**src/hw/rtl/lpr_pkg.sv**
```systemverilog
package lpr_pkg;

  // Sequencer states of the frame table
  typedef enum logic [1:0] {
    ST_IDLE,
    ST_SCAN,
    ST_DECIDE
  } lpr_state_t;

  // Running totals
  localparam int unsigned CNT_W = 32;
  localparam logic [CNT_W-1:0] CNT_MAX = '1;

endpackage

```
**src/hw/rtl/lpr_ram.sv**
```systemverilog
module lpr_ram #(
  parameter int unsigned WIDTH = 16,
  parameter int unsigned DEPTH = 8
) (
  input  logic                     clk,
  input  logic                     wr_en,
  input  logic [$clog2(DEPTH)-1:0] wr_addr,
  input  logic [WIDTH-1:0]         wr_data,
  input  logic [$clog2(DEPTH)-1:0] rd_addr,
  output logic [WIDTH-1:0]         rd_data
);

  logic [WIDTH-1:0] mem [DEPTH];
  logic [WIDTH-1:0] rd_data_r;

  // Write port
  always_ff @(posedge clk) begin
    if (wr_en) begin
      mem[wr_addr] <= wr_data;
    end
  end

  // Registered read port
  always_ff @(posedge clk) begin
    rd_data_r <= mem[rd_addr];
  end

  assign rd_data = rd_data_r;

endmodule

```
**src/hw/rtl/lru_page_replacement.sv**
```systemverilog
// Each accepted page word is scanned across all frames, then its result word is registered on out_valid.
// A new page reference is taken only after the previous one commits; the scan uses the single page
//   comparator, which reads the frame page RAM one frame per cycle.
// A finished result may wait in the output register while the next page is accepted.
// Reset (rst_n low, synchronous): all frames empty, ranks and totals zero;
//   the frame page RAM is not cleared, empty frames are never matched.
module lru_page_replacement import lpr_pkg::*; #(
  parameter int unsigned FRAMES    = 8,
  parameter int unsigned PAGE_BITS = 16
) (
  input  logic                      clk,
  input  logic                      rst_n,
  input  logic                      in_valid,
  output logic                      in_stall,
  input  logic [PAGE_BITS-1:0]      in_page_number,
  output logic                      out_valid,
  input  logic                      out_stall,
  output logic                      out_hit,
  output logic [$clog2(FRAMES)-1:0] out_frame_index,
  output logic                      out_evicted_valid,
  output logic [PAGE_BITS-1:0]      out_evicted_page,
  output logic [CNT_W-1:0]          out_fault_total,
  output logic [CNT_W-1:0]          out_hit_total
);

  localparam int unsigned IW = $clog2(FRAMES);
  localparam int unsigned CW = $clog2(FRAMES + 1);

  lpr_state_t state_r, state_nxt;

  logic [CW-1:0]        cnt_r, cnt_nxt;
  logic                 eval_vld_r, eval_vld_nxt;
  logic [IW-1:0]        eval_idx_r, eval_idx_nxt;
  logic [PAGE_BITS-1:0] page_r, page_nxt;

  logic                 hit_found_r, hit_found_nxt;
  logic [IW-1:0]        hit_idx_r, hit_idx_nxt;
  logic [IW-1:0]        hit_rank_r, hit_rank_nxt;
  logic                 empty_found_r, empty_found_nxt;
  logic [IW-1:0]        empty_idx_r, empty_idx_nxt;
  logic [IW-1:0]        vic_idx_r, vic_idx_nxt;
  logic [IW-1:0]        vic_rank_r, vic_rank_nxt;
  logic [PAGE_BITS-1:0] vic_page_r, vic_page_nxt;

  logic [FRAMES-1:0]    valid_r, valid_nxt;
  logic [IW-1:0]        rank_r [FRAMES];
  logic [IW-1:0]        rank_nxt [FRAMES];
  logic [CNT_W-1:0]     fault_cnt_r, fault_cnt_nxt;
  logic [CNT_W-1:0]     hit_cnt_r, hit_cnt_nxt;

  logic                 out_valid_r, out_valid_nxt;
  logic                 out_hit_r, out_hit_nxt;
  logic [IW-1:0]        out_idx_r, out_idx_nxt;
  logic                 out_ev_vld_r, out_ev_vld_nxt;
  logic [PAGE_BITS-1:0] out_ev_page_r, out_ev_page_nxt;

  // Sequencer controls
  logic                 accept;
  logic                 scan_issue;
  logic                 commit;
  logic [IW-1:0]        rd_addr;
  logic [PAGE_BITS-1:0] rd_page;

  // Decision for the current reference
  logic                 dec_hit;
  logic                 dec_age_all;
  logic [IW-1:0]        dec_frame;
  logic [IW-1:0]        dec_limit;

  // Frame page store, read one frame per cycle during the scan
  lpr_ram #(
    .WIDTH (PAGE_BITS),
    .DEPTH (FRAMES)
  ) u_page_ram (
    .clk     (clk),
    .wr_en   (commit && !dec_hit),
    .wr_addr (dec_frame),
    .wr_data (page_r),
    .rd_addr (rd_addr),
    .rd_data (rd_page)
  );

  // Next state
  always_comb begin
    state_nxt = state_r;
    case (state_r)
      ST_IDLE: begin
        if (in_valid) begin
          state_nxt = ST_SCAN;
        end
      end
      ST_SCAN: begin
        if (cnt_r == CW'(FRAMES)) begin
          state_nxt = ST_DECIDE;
        end
      end
      ST_DECIDE: begin
        if (!(out_valid_r && out_stall)) begin
          state_nxt = ST_IDLE;
        end
      end
      default: state_nxt = ST_IDLE;
    endcase
  end

  // Sequencer outputs
  always_comb begin
    accept     = 1'b0;
    scan_issue = 1'b0;
    commit     = 1'b0;
    case (state_r)
      ST_IDLE:   accept     = in_valid;
      ST_SCAN:   scan_issue = (cnt_r < CW'(FRAMES));
      ST_DECIDE: commit     = !(out_valid_r && out_stall);
      default: begin
        accept = 1'b0;
      end
    endcase
  end

  assign in_stall = (state_r != ST_IDLE);
  assign rd_addr  = scan_issue ? cnt_r[IW-1:0] : '0;

  // Pick the frame: hit frame, else first empty frame, else oldest frame
  always_comb begin
    dec_hit     = hit_found_r;
    dec_age_all = !hit_found_r && empty_found_r;
    if (hit_found_r) begin
      dec_frame = hit_idx_r;
      dec_limit = hit_rank_r;
    end else if (empty_found_r) begin
      dec_frame = empty_idx_r;
      dec_limit = '0;
    end else begin
      dec_frame = vic_idx_r;
      dec_limit = vic_rank_r;
    end
  end

  // Datapath: scan accumulation, recency update, totals, output register
  always_comb begin
    cnt_nxt         = cnt_r;
    eval_vld_nxt    = 1'b0;
    eval_idx_nxt    = eval_idx_r;
    page_nxt        = page_r;
    hit_found_nxt   = hit_found_r;
    hit_idx_nxt     = hit_idx_r;
    hit_rank_nxt    = hit_rank_r;
    empty_found_nxt = empty_found_r;
    empty_idx_nxt   = empty_idx_r;
    vic_idx_nxt     = vic_idx_r;
    vic_rank_nxt    = vic_rank_r;
    vic_page_nxt    = vic_page_r;
    valid_nxt       = valid_r;
    rank_nxt        = rank_r;
    fault_cnt_nxt   = fault_cnt_r;
    hit_cnt_nxt     = hit_cnt_r;
    out_valid_nxt   = out_valid_r && out_stall;
    out_hit_nxt     = out_hit_r;
    out_idx_nxt     = out_idx_r;
    out_ev_vld_nxt  = out_ev_vld_r;
    out_ev_page_nxt = out_ev_page_r;

    // Latch the page word and clear the scan flags
    if (accept) begin
      page_nxt        = in_page_number;
      cnt_nxt         = '0;
      hit_found_nxt   = 1'b0;
      empty_found_nxt = 1'b0;
    end

    // Issue one frame read per cycle
    if (scan_issue) begin
      cnt_nxt      = cnt_r + 1'b1;
      eval_vld_nxt = 1'b1;
      eval_idx_nxt = cnt_r[IW-1:0];
    end

    // Compare the frame read last cycle
    if (eval_vld_r) begin
      if (valid_r[eval_idx_r] && (rd_page == page_r) && !hit_found_r) begin
        hit_found_nxt = 1'b1;
        hit_idx_nxt   = eval_idx_r;
        hit_rank_nxt  = rank_r[eval_idx_r];
      end
      if (!valid_r[eval_idx_r] && !empty_found_r) begin
        empty_found_nxt = 1'b1;
        empty_idx_nxt   = eval_idx_r;
      end
      if ((eval_idx_r == '0) || (rank_r[eval_idx_r] > vic_rank_r)) begin
        vic_idx_nxt  = eval_idx_r;
        vic_rank_nxt = rank_r[eval_idx_r];
        vic_page_nxt = rd_page;
      end
    end

    // Commit: age younger frames, make the chosen frame most recent, count the result, load the output register
    if (commit) begin
      for (int i = 0; i < FRAMES; i++) begin
        if (IW'(i) == dec_frame) begin
          rank_nxt[i]  = '0;
          valid_nxt[i] = 1'b1;
        end else if (valid_r[i] && (dec_age_all || (rank_r[i] < dec_limit))) begin
          rank_nxt[i] = rank_r[i] + 1'b1;
        end
      end
      if (dec_hit) begin
        if (hit_cnt_r != CNT_MAX) begin
          hit_cnt_nxt = hit_cnt_r + 1'b1;
        end
      end else if (fault_cnt_r != CNT_MAX) begin
        fault_cnt_nxt = fault_cnt_r + 1'b1;
      end
      out_valid_nxt   = 1'b1;
      out_hit_nxt     = dec_hit;
      out_idx_nxt     = dec_frame;
      out_ev_vld_nxt  = !dec_hit && !empty_found_r;
      out_ev_page_nxt = (!dec_hit && !empty_found_r) ? vic_page_r : '0;
    end
  end

  // Control registers
  always_ff @(posedge clk) begin
    if (!rst_n) begin
      state_r       <= ST_IDLE;
      cnt_r         <= '0;
      eval_vld_r    <= 1'b0;
      hit_found_r   <= 1'b0;
      empty_found_r <= 1'b0;
      valid_r       <= '0;
      rank_r        <= '{default: '0};
      fault_cnt_r   <= '0;
      hit_cnt_r     <= '0;
      out_valid_r   <= 1'b0;
    end else begin
      state_r       <= state_nxt;
      cnt_r         <= cnt_nxt;
      eval_vld_r    <= eval_vld_nxt;
      hit_found_r   <= hit_found_nxt;
      empty_found_r <= empty_found_nxt;
      valid_r       <= valid_nxt;
      rank_r        <= rank_nxt;
      fault_cnt_r   <= fault_cnt_nxt;
      hit_cnt_r     <= hit_cnt_nxt;
      out_valid_r   <= out_valid_nxt;
    end
  end

  // Payload registers
  always_ff @(posedge clk) begin
    eval_idx_r    <= eval_idx_nxt;
    page_r        <= page_nxt;
    hit_idx_r     <= hit_idx_nxt;
    hit_rank_r    <= hit_rank_nxt;
    empty_idx_r   <= empty_idx_nxt;
    vic_idx_r     <= vic_idx_nxt;
    vic_rank_r    <= vic_rank_nxt;
    vic_page_r    <= vic_page_nxt;
    out_hit_r     <= out_hit_nxt;
    out_idx_r     <= out_idx_nxt;
    out_ev_vld_r  <= out_ev_vld_nxt;
    out_ev_page_r <= out_ev_page_nxt;
  end

  assign out_valid         = out_valid_r;
  assign out_hit           = out_hit_r;
  assign out_frame_index   = out_idx_r;
  assign out_evicted_valid = out_ev_vld_r;
  assign out_evicted_page  = out_ev_page_r;
  assign out_fault_total   = fault_cnt_r;
  assign out_hit_total     = hit_cnt_r;

  // A hit never evicts
  a_hit_no_evict: assert property (@(posedge clk) disable iff (!rst_n)
    out_valid_r |-> !(out_hit_r && out_ev_vld_r))
    else $error("hit word reports an eviction");

  // An accepted word always starts a scan from frame zero
  a_accept_scan: assert property (@(posedge clk) disable iff (!rst_n)
    accept |=> (state_r == ST_SCAN) && (cnt_r == '0))
    else $error("accepted word did not start a scan");

  // Resident frames are never dropped
  a_valid_grows: assert property (@(posedge clk) disable iff (!rst_n)
    $past(rst_n) |-> ($countones(valid_r) >= $countones($past(valid_r))))
    else $error("resident frame count fell");

  // Totals move only on commit
  a_totals_hold: assert property (@(posedge clk) disable iff (!rst_n)
    !commit |=> $stable(fault_cnt_r) && $stable(hit_cnt_r))
    else $error("totals changed outside commit");

endmodule

```
**config.mk**
```make
export PLATFORM = sky130hd
export DESIGN_NAME = lru_page_replacement
export DESIGN_NICKNAME = d
export VERILOG_FILES = /design/src/hw/rtl/lpr_pkg.sv /design/src/hw/rtl/lpr_ram.sv /design/src/hw/rtl/lru_page_replacement.sv
export SDC_FILE = /design/constraint.sdc
export NUM_CORES = 1
export LEC_CHECK = 0
export BUFFER_PORTS_ARGS = -buffer_cell sky130_fd_sc_hd__buf_2
export CAP_MARGIN = 20
export CELL_PAD_IN_SITES_DETAIL_PLACEMENT = 0
export CELL_PAD_IN_SITES_GLOBAL_PLACEMENT = 1
export CORE_ASPECT_RATIO = 1.25
export CORE_MARGIN = 10
export CORE_UTILIZATION = 40
export DETAILED_ROUTE_END_ITERATION = 7
export GPL_TIMING_DRIVEN = 1
export PLACE_DENSITY_LB_ADDON = 0.08
export SKIP_CTS_REPAIR_TIMING = 1
export SYNTH_ARGS = -nofsm -noshare
export SYNTH_HDL_FRONTEND = slang
export SYNTH_SLANG_ARGS = --single-unit
```
**constraint.sdc**
```tcl
create_clock -name clk -period 9.9 [get_ports clk]
set_clock_uncertainty 0.2 [all_clocks]
set_input_delay 0.99 -clock clk [delete_from_list [all_inputs] [get_ports clk]]
set_output_delay 0.99 -clock clk [all_outputs]
set_load 0.02 [all_outputs]
```
# Word-level counts from Yosys, hierarchy flattened
# Memory sizes are Yosys's and may differ from the RTL's. A register that Yosys moved wholly into a read port is not among the register bits.
# Index checks and enable logic that the tools add are counted.
# totals
regBits,177
mem_bits_rw,128
elab_cells,186
n_memories,1
# classes
add_sub_neg,11
n_lt_le_gt_ge,12
n_eq_ne,16
muxes,45
bitwise_logic,2
n_reduce_logical,63
# mem_list
memory,depth,width,read_ports,rd_clocked_by_memory_dff,wr,line_no,rtl
u_page_ram.mem,8,16,1,1,1,lpr_ram.sv:13,logic [WIDTH-1:0] mem [DEPTH];
# op_table
operator,n
two-way mux 3 bit,23
adder 32 x 1 -> 32 bit (second input constant),2
inequality test 32 bit (second input constant),2
AND reduction 2 bit,19
adder 3 x 1 -> 3 bit (second input constant),8
< comparator 3 bit,8
nonzero test 2 bit,10
equality test 16 bit,1
logical AND 1 bit,15
two-way mux 1 bit,14
equality test 3 bit (first input constant),4
binary-select mux 3 bit (select 3 bit),1
logical OR 1 bit,9
AND reduction 3 bit,3
two-way mux 4 bit,2
equality test 2 x 3 -> 1 bit (first input constant),2
logical NOT 3 bit,2
two-way mux 2 bit,3
inequality test 2 bit (second input constant),3
case mux 2 bit (3 select lines),1
adder 4 x 1 -> 4 bit (second input constant),1
equality test 4 bit (second input constant),1
greater-or-equal comparator 4 bit (second input constant),1
logical NOT 1 bit,4
10 further kinds,10

# Longest topological paths before layout
# depth
word_depth,7
ltp_mapped,10
mapped_depth_nobuf,8

# By module
# From an unflattened synthesis, not the netlist that was laid out.
# hier_totals
cells_unflattened,1028
hier_area_um2,13933.4
# by_module_without_submodules
mod,n_inst,cells_per_inst,area_per_inst_um2,seq_area_each_um2
lru_page_replacement,1,814,8639.5,4254.1
lpr_ram,1,214,5293.8,4164.0

# Worst setup path after synthesis
# Ideal clock, no wire load.
# synth_path
path_kind,input to register
startpoint,in out_stall
endpoint,"mem u_page_ram.mem[1][0], enable pin"
setup_time_ns,0.409
t_arrival_ns,2.999
required_ns,9.291
slack_ns,6.292
stages,4
path_cell_list,and2_1 a2111o_1 clkbuf_1 nor3_1
# synth_via
elab_chain_cells,6
# synth_rtl
item,line_no,rtl
from (decl),lru_page_replacement.sv:17,"input logic out_stall,"
logical AND 1 bit,lru_page_replacement.sv:114,ST_DECIDE: commit = !(out_valid_r && out_stall);
logical NOT 1 bit,lru_page_replacement.sv:114,
two-way mux 1 bit,lru_page_replacement.sv:111,case (state_r)
logical AND 1 bit,lru_page_replacement.sv:76,".wr_en (commit && !dec_hit),"
two-way mux 1 bit,lpr_ram.sv:18,if (wr_en) begin
two-way mux 1 bit (implied by the code),lpr_ram.sv:19,mem[wr_addr] <= wr_data;
to (decl),lpr_ram.sv:13,
# No other way between the ends.

# Worst setup path after layout
# layout_path
startpoint,"reg hit_found_r, in the netlist dec_hit"
endpoint,"mem u_page_ram.mem[2][14], enable pin"
# layout_via
elab_chain_cells,4
word_cells_on_any_way,5
cone_classes,mux (3); reduce/logical (2)
# layout_rtl
item,line_no,rtl
from (decl),lru_page_replacement.sv:36,"logic hit_found_r, hit_found_nxt;"
from (signal assigned),lru_page_replacement.sv:239,hit_found_r <= hit_found_nxt;
logical NOT 1 bit,lru_page_replacement.sv:76,
logical AND 1 bit,lru_page_replacement.sv:76,
two-way mux 1 bit,lpr_ram.sv:18,
two-way mux 1 bit (implied by the code),lpr_ram.sv:19,
# Parallel ways exist; a longest one is shown, timed or not.

==> impl_metrics.env <==
export IMPL_cpPeakStageDelay_ns=0.67
export IMPL_via_per_inst=5.720
export IMPL_period_share=0.3669
export IMPL_dieArea_sq_mm=0.04416
export IMPL_h_tree_depth=2
export IMPL_path_cells="buf_4 -> o21a_1 -> clkinv_1 -> nand2_1 -> nor3_2 -> buf_4"
export IMPL_cap_violations=0
export IMPL_worst_path_max_delay_cell="clkinv_1"
export IMPL_dp_hpwl_mm=25.10
export IMPL_placed_area_sq_mm=0.01546
export IMPL_wl_per_cell_um=21.40
export IMPL_yosys_warnings=0
export IMPL_grt_first_pass_wirelength_mm=60.37
export IMPL_fin_nets=1337
export IMPL_grt_max_degree=55
export IMPL_ant_nets=0
export IMPL_path_max_fanout=37
export IMPL_required_ns=9.96
export IMPL_synthFlopType="edfxtp_1"
export IMPL_cts_made_buffers=37
export IMPL_synth_top_area_cell="edfxtp_1"
export IMPL_ioPinCount=107
export IMPL_r2r_start="dec_hit"
export IMPL_drcViolationCount=0
export IMPL_cp_common_cell="buf_4"
export IMPL_period_minus_slack_ns=3.633
export IMPL_vias=10330
export IMPL_drtIter0Drc=543
export IMPL_maxSlewViolCount=0
export IMPL_setup_tns_ns=0
export IMPL_critical_path_buf_inv_count=3
export IMPL_coreArea_sq_mm=0.03555
export IMPL_synth_seq_cells=321
export IMPL_path_class="register to register"
export IMPL_min_delay_path_depth=0
export IMPL_layout_drive_gt1_share=0.1985
export IMPL_grt_pass1_vias=10170
export IMPL_synth_common_cells="edfxtp_1, dfxtp_1, a21oi_1, nand2_1, o21ai_0"
export IMPL_antenna_found_initial=1
export IMPL_yosysTopAreaCellShare=0.4137
export IMPL_rr_endpoint="u_page_ram.mem[2][14]"
export IMPL_hold_viol=0
export IMPL_syn_num_nets=1237
export IMPL_die_h_um=232.5
export IMPL_synth_area_leaders="edfxtp_1, dfxtp_1, mux4_2"
export IMPL_regArea_sq_mm=0.008419
export IMPL_status="completed"
export IMPL_cts_root_buf="clkbuf_16"
export IMPL_die_w_um=190.0
export IMPL_synth_edf_count=199
export IMPL_synth_area_sq_mm=0.01445
export IMPL_critPathLaunchType="register"
export IMPL_synthMostInstantiatedCell="edfxtp_1"
export IMPL_final_area_sq_mm=0.01667
export IMPL_tightest_slew_ns=1.017
export IMPL_grt_overflow=0
export IMPL_gp_congestion=0.7616
export IMPL_r2r_slack_ns=6.27
export IMPL_worstHoldEndpoint="vic_page_r[14]"
export IMPL_r2r_cells=6
export IMPL_hp_class="register to register"
export IMPL_syn_instance_count=1202
export IMPL_cp_arrival_ns=3.69
export IMPL_min_delay_start="u_page_ram.rd_data[14]"
export IMPL_rows=77
export IMPL_p_per_area_mw_per_mm2=170.3
export IMPL_syn_avg_cell_area_sq_um=12.02
export IMPL_dr_pass1_iters=4
export IMPL_fmax_mhz=275.3
export IMPL_io_buffers=106
export IMPL_cts_clk_slew_worst_paths_ns=0.06
export IMPL_cts_buffer_depth=3
export IMPL_worst_setup_path_end_kind="register"
export IMPL_p_leak_nw=5.682
export IMPL_cts_tree="yes"
export IMPL_clock_sinks=321
export IMPL_slew_headroom=0.3202
export IMPL_filler_cell_count=3315
export IMPL_critical_path_top_delay_family="buffers and inverters"
export IMPL_rsz0062_at_grt="no"
export IMPL_wirelength_mm=38.62
export IMPL_ys_seq_area_frac=0.5828
export IMPL_grt_use_total=0.1726
export IMPL_synth_distinct_cells=70
export IMPL_area_growth_pct=15.40
export IMPL_clkLatencyLatePin_ns=0.54
export IMPL_start_util=0.4063
export IMPL_multi_input_area_sq_mm=0.005679
export IMPL_synthArstFlopShare=0
export IMPL_setup_viol=0
export IMPL_ir_worst_vdd_uv=128.8
kinds of logic after synthesis:
family	Yosys count	share of synthesized area
buffers and inverters	90	0.02720
xor gates and xnor gates	25	0.01516
DFF	321	0.5828
and+or+nand+nor	369	0.1471
AOI/OAI and AO/OA	329	0.1548
adders and majority gates	15	0.01299
muxes	53	0.06003
area by class of cell:
class                      count  share of cell area
tap                          474             0.03558
sequential                   321              0.5051
clock inverter                19            0.008632
antenna                        1           0.0001501
multi-input combinational    791              0.3407
timing repair buffer         129             0.04323
inverter                      22            0.004954
clock buffer                  48             0.06170
worst max-delay path by stage:
stage	startpoint	to	slack [ns]	cells past startpoint
after floorplan	out_stall	u_page_ram.mem[1][0]	6.29	4
after global placement	eval_idx_r[0]	vic_page_r[3]	6.19	7
after detailed placement	eval_idx_r[0]	vic_page_r[12]	6.11	7
after CTS	eval_idx_r[0]	vic_page_r[6]	6.08	7
after global routing	dec_hit	rank_r[17]	5.96	6
final	dec_hit	u_page_ram.mem[2][14]	6.27	6
metal layers:
layer	vias up	track usage	routed length, um
met2	204	0.3132	20260
met4	0	0.05315	788
met1	5136	0.2049	16140
li1	4931	-	-
met5	-	0	0
met3	54	0.02544	1444
worst reg2reg max path: cells and delay by family (launching register included):
kind | cells | cell delay, ns
buffers and inverters | 3 | 1.37
and+or+nand+nor | 2 | 0.74
AOI/OAI and AO/OA | 1 | 0.59
DFF | 1 | 0.44
power by group:
part           switching [mW]  internal (mW)  leakage, nW
sequential             0.0161           1.43         2.79
clock                   0.550          0.763        0.582
combinational          0.0546         0.0276         2.31
total                   0.621           2.22         5.68
stage by stage:
stage | utilization | power (mW) | instances | worst slack (ns) | hold slack [ns]
after floorplan | - | 1.523 | 1202 | 6.292 | 0.2064
after global placement | 0.4349 | 1.555 | 1735 | 6.191 | 0.2312
after CTS | 0.4679 | 2.883 | 1802 | 6.082 | 0.2498
after detailed placement | 0.4349 | 1.556 | 1735 | 6.105 | 0.2395
after global routing | 0.4689 | 2.943 | 1805 | 5.964 | 0.2536
final | 0.4689 | 2.840 | 1805 | 6.267 | 0.2481
registers in the layout, summed over array words and instances (netlist names), 4 cells and up:
signal,cells
valid_r,8
u_page_ram.mem,128
out_hit_total,32
out_fault_total,32
out_evicted_page,16
cnt_r,4
u_page_ram.rd_data,16
rank_r,24
page_r,16
vic_page_r,16
cell usage in the layout (no fill, tap or decap), types with 23 or more instances in the layout:
master	count
or3_1	31
nand3b_1	24
nand3_1	29
buf_2	107
a21oi_1	87
edfxtp_1	199
nor2_1	53
a31oi_1	26
mux4_2	24
and3_1	23
clkbuf_16	38
nand4_1	23
nand2_1	75
o21ai_0	71
or4_1	23
dfxtp_1	121
Power figures use the tool's default switching activity.
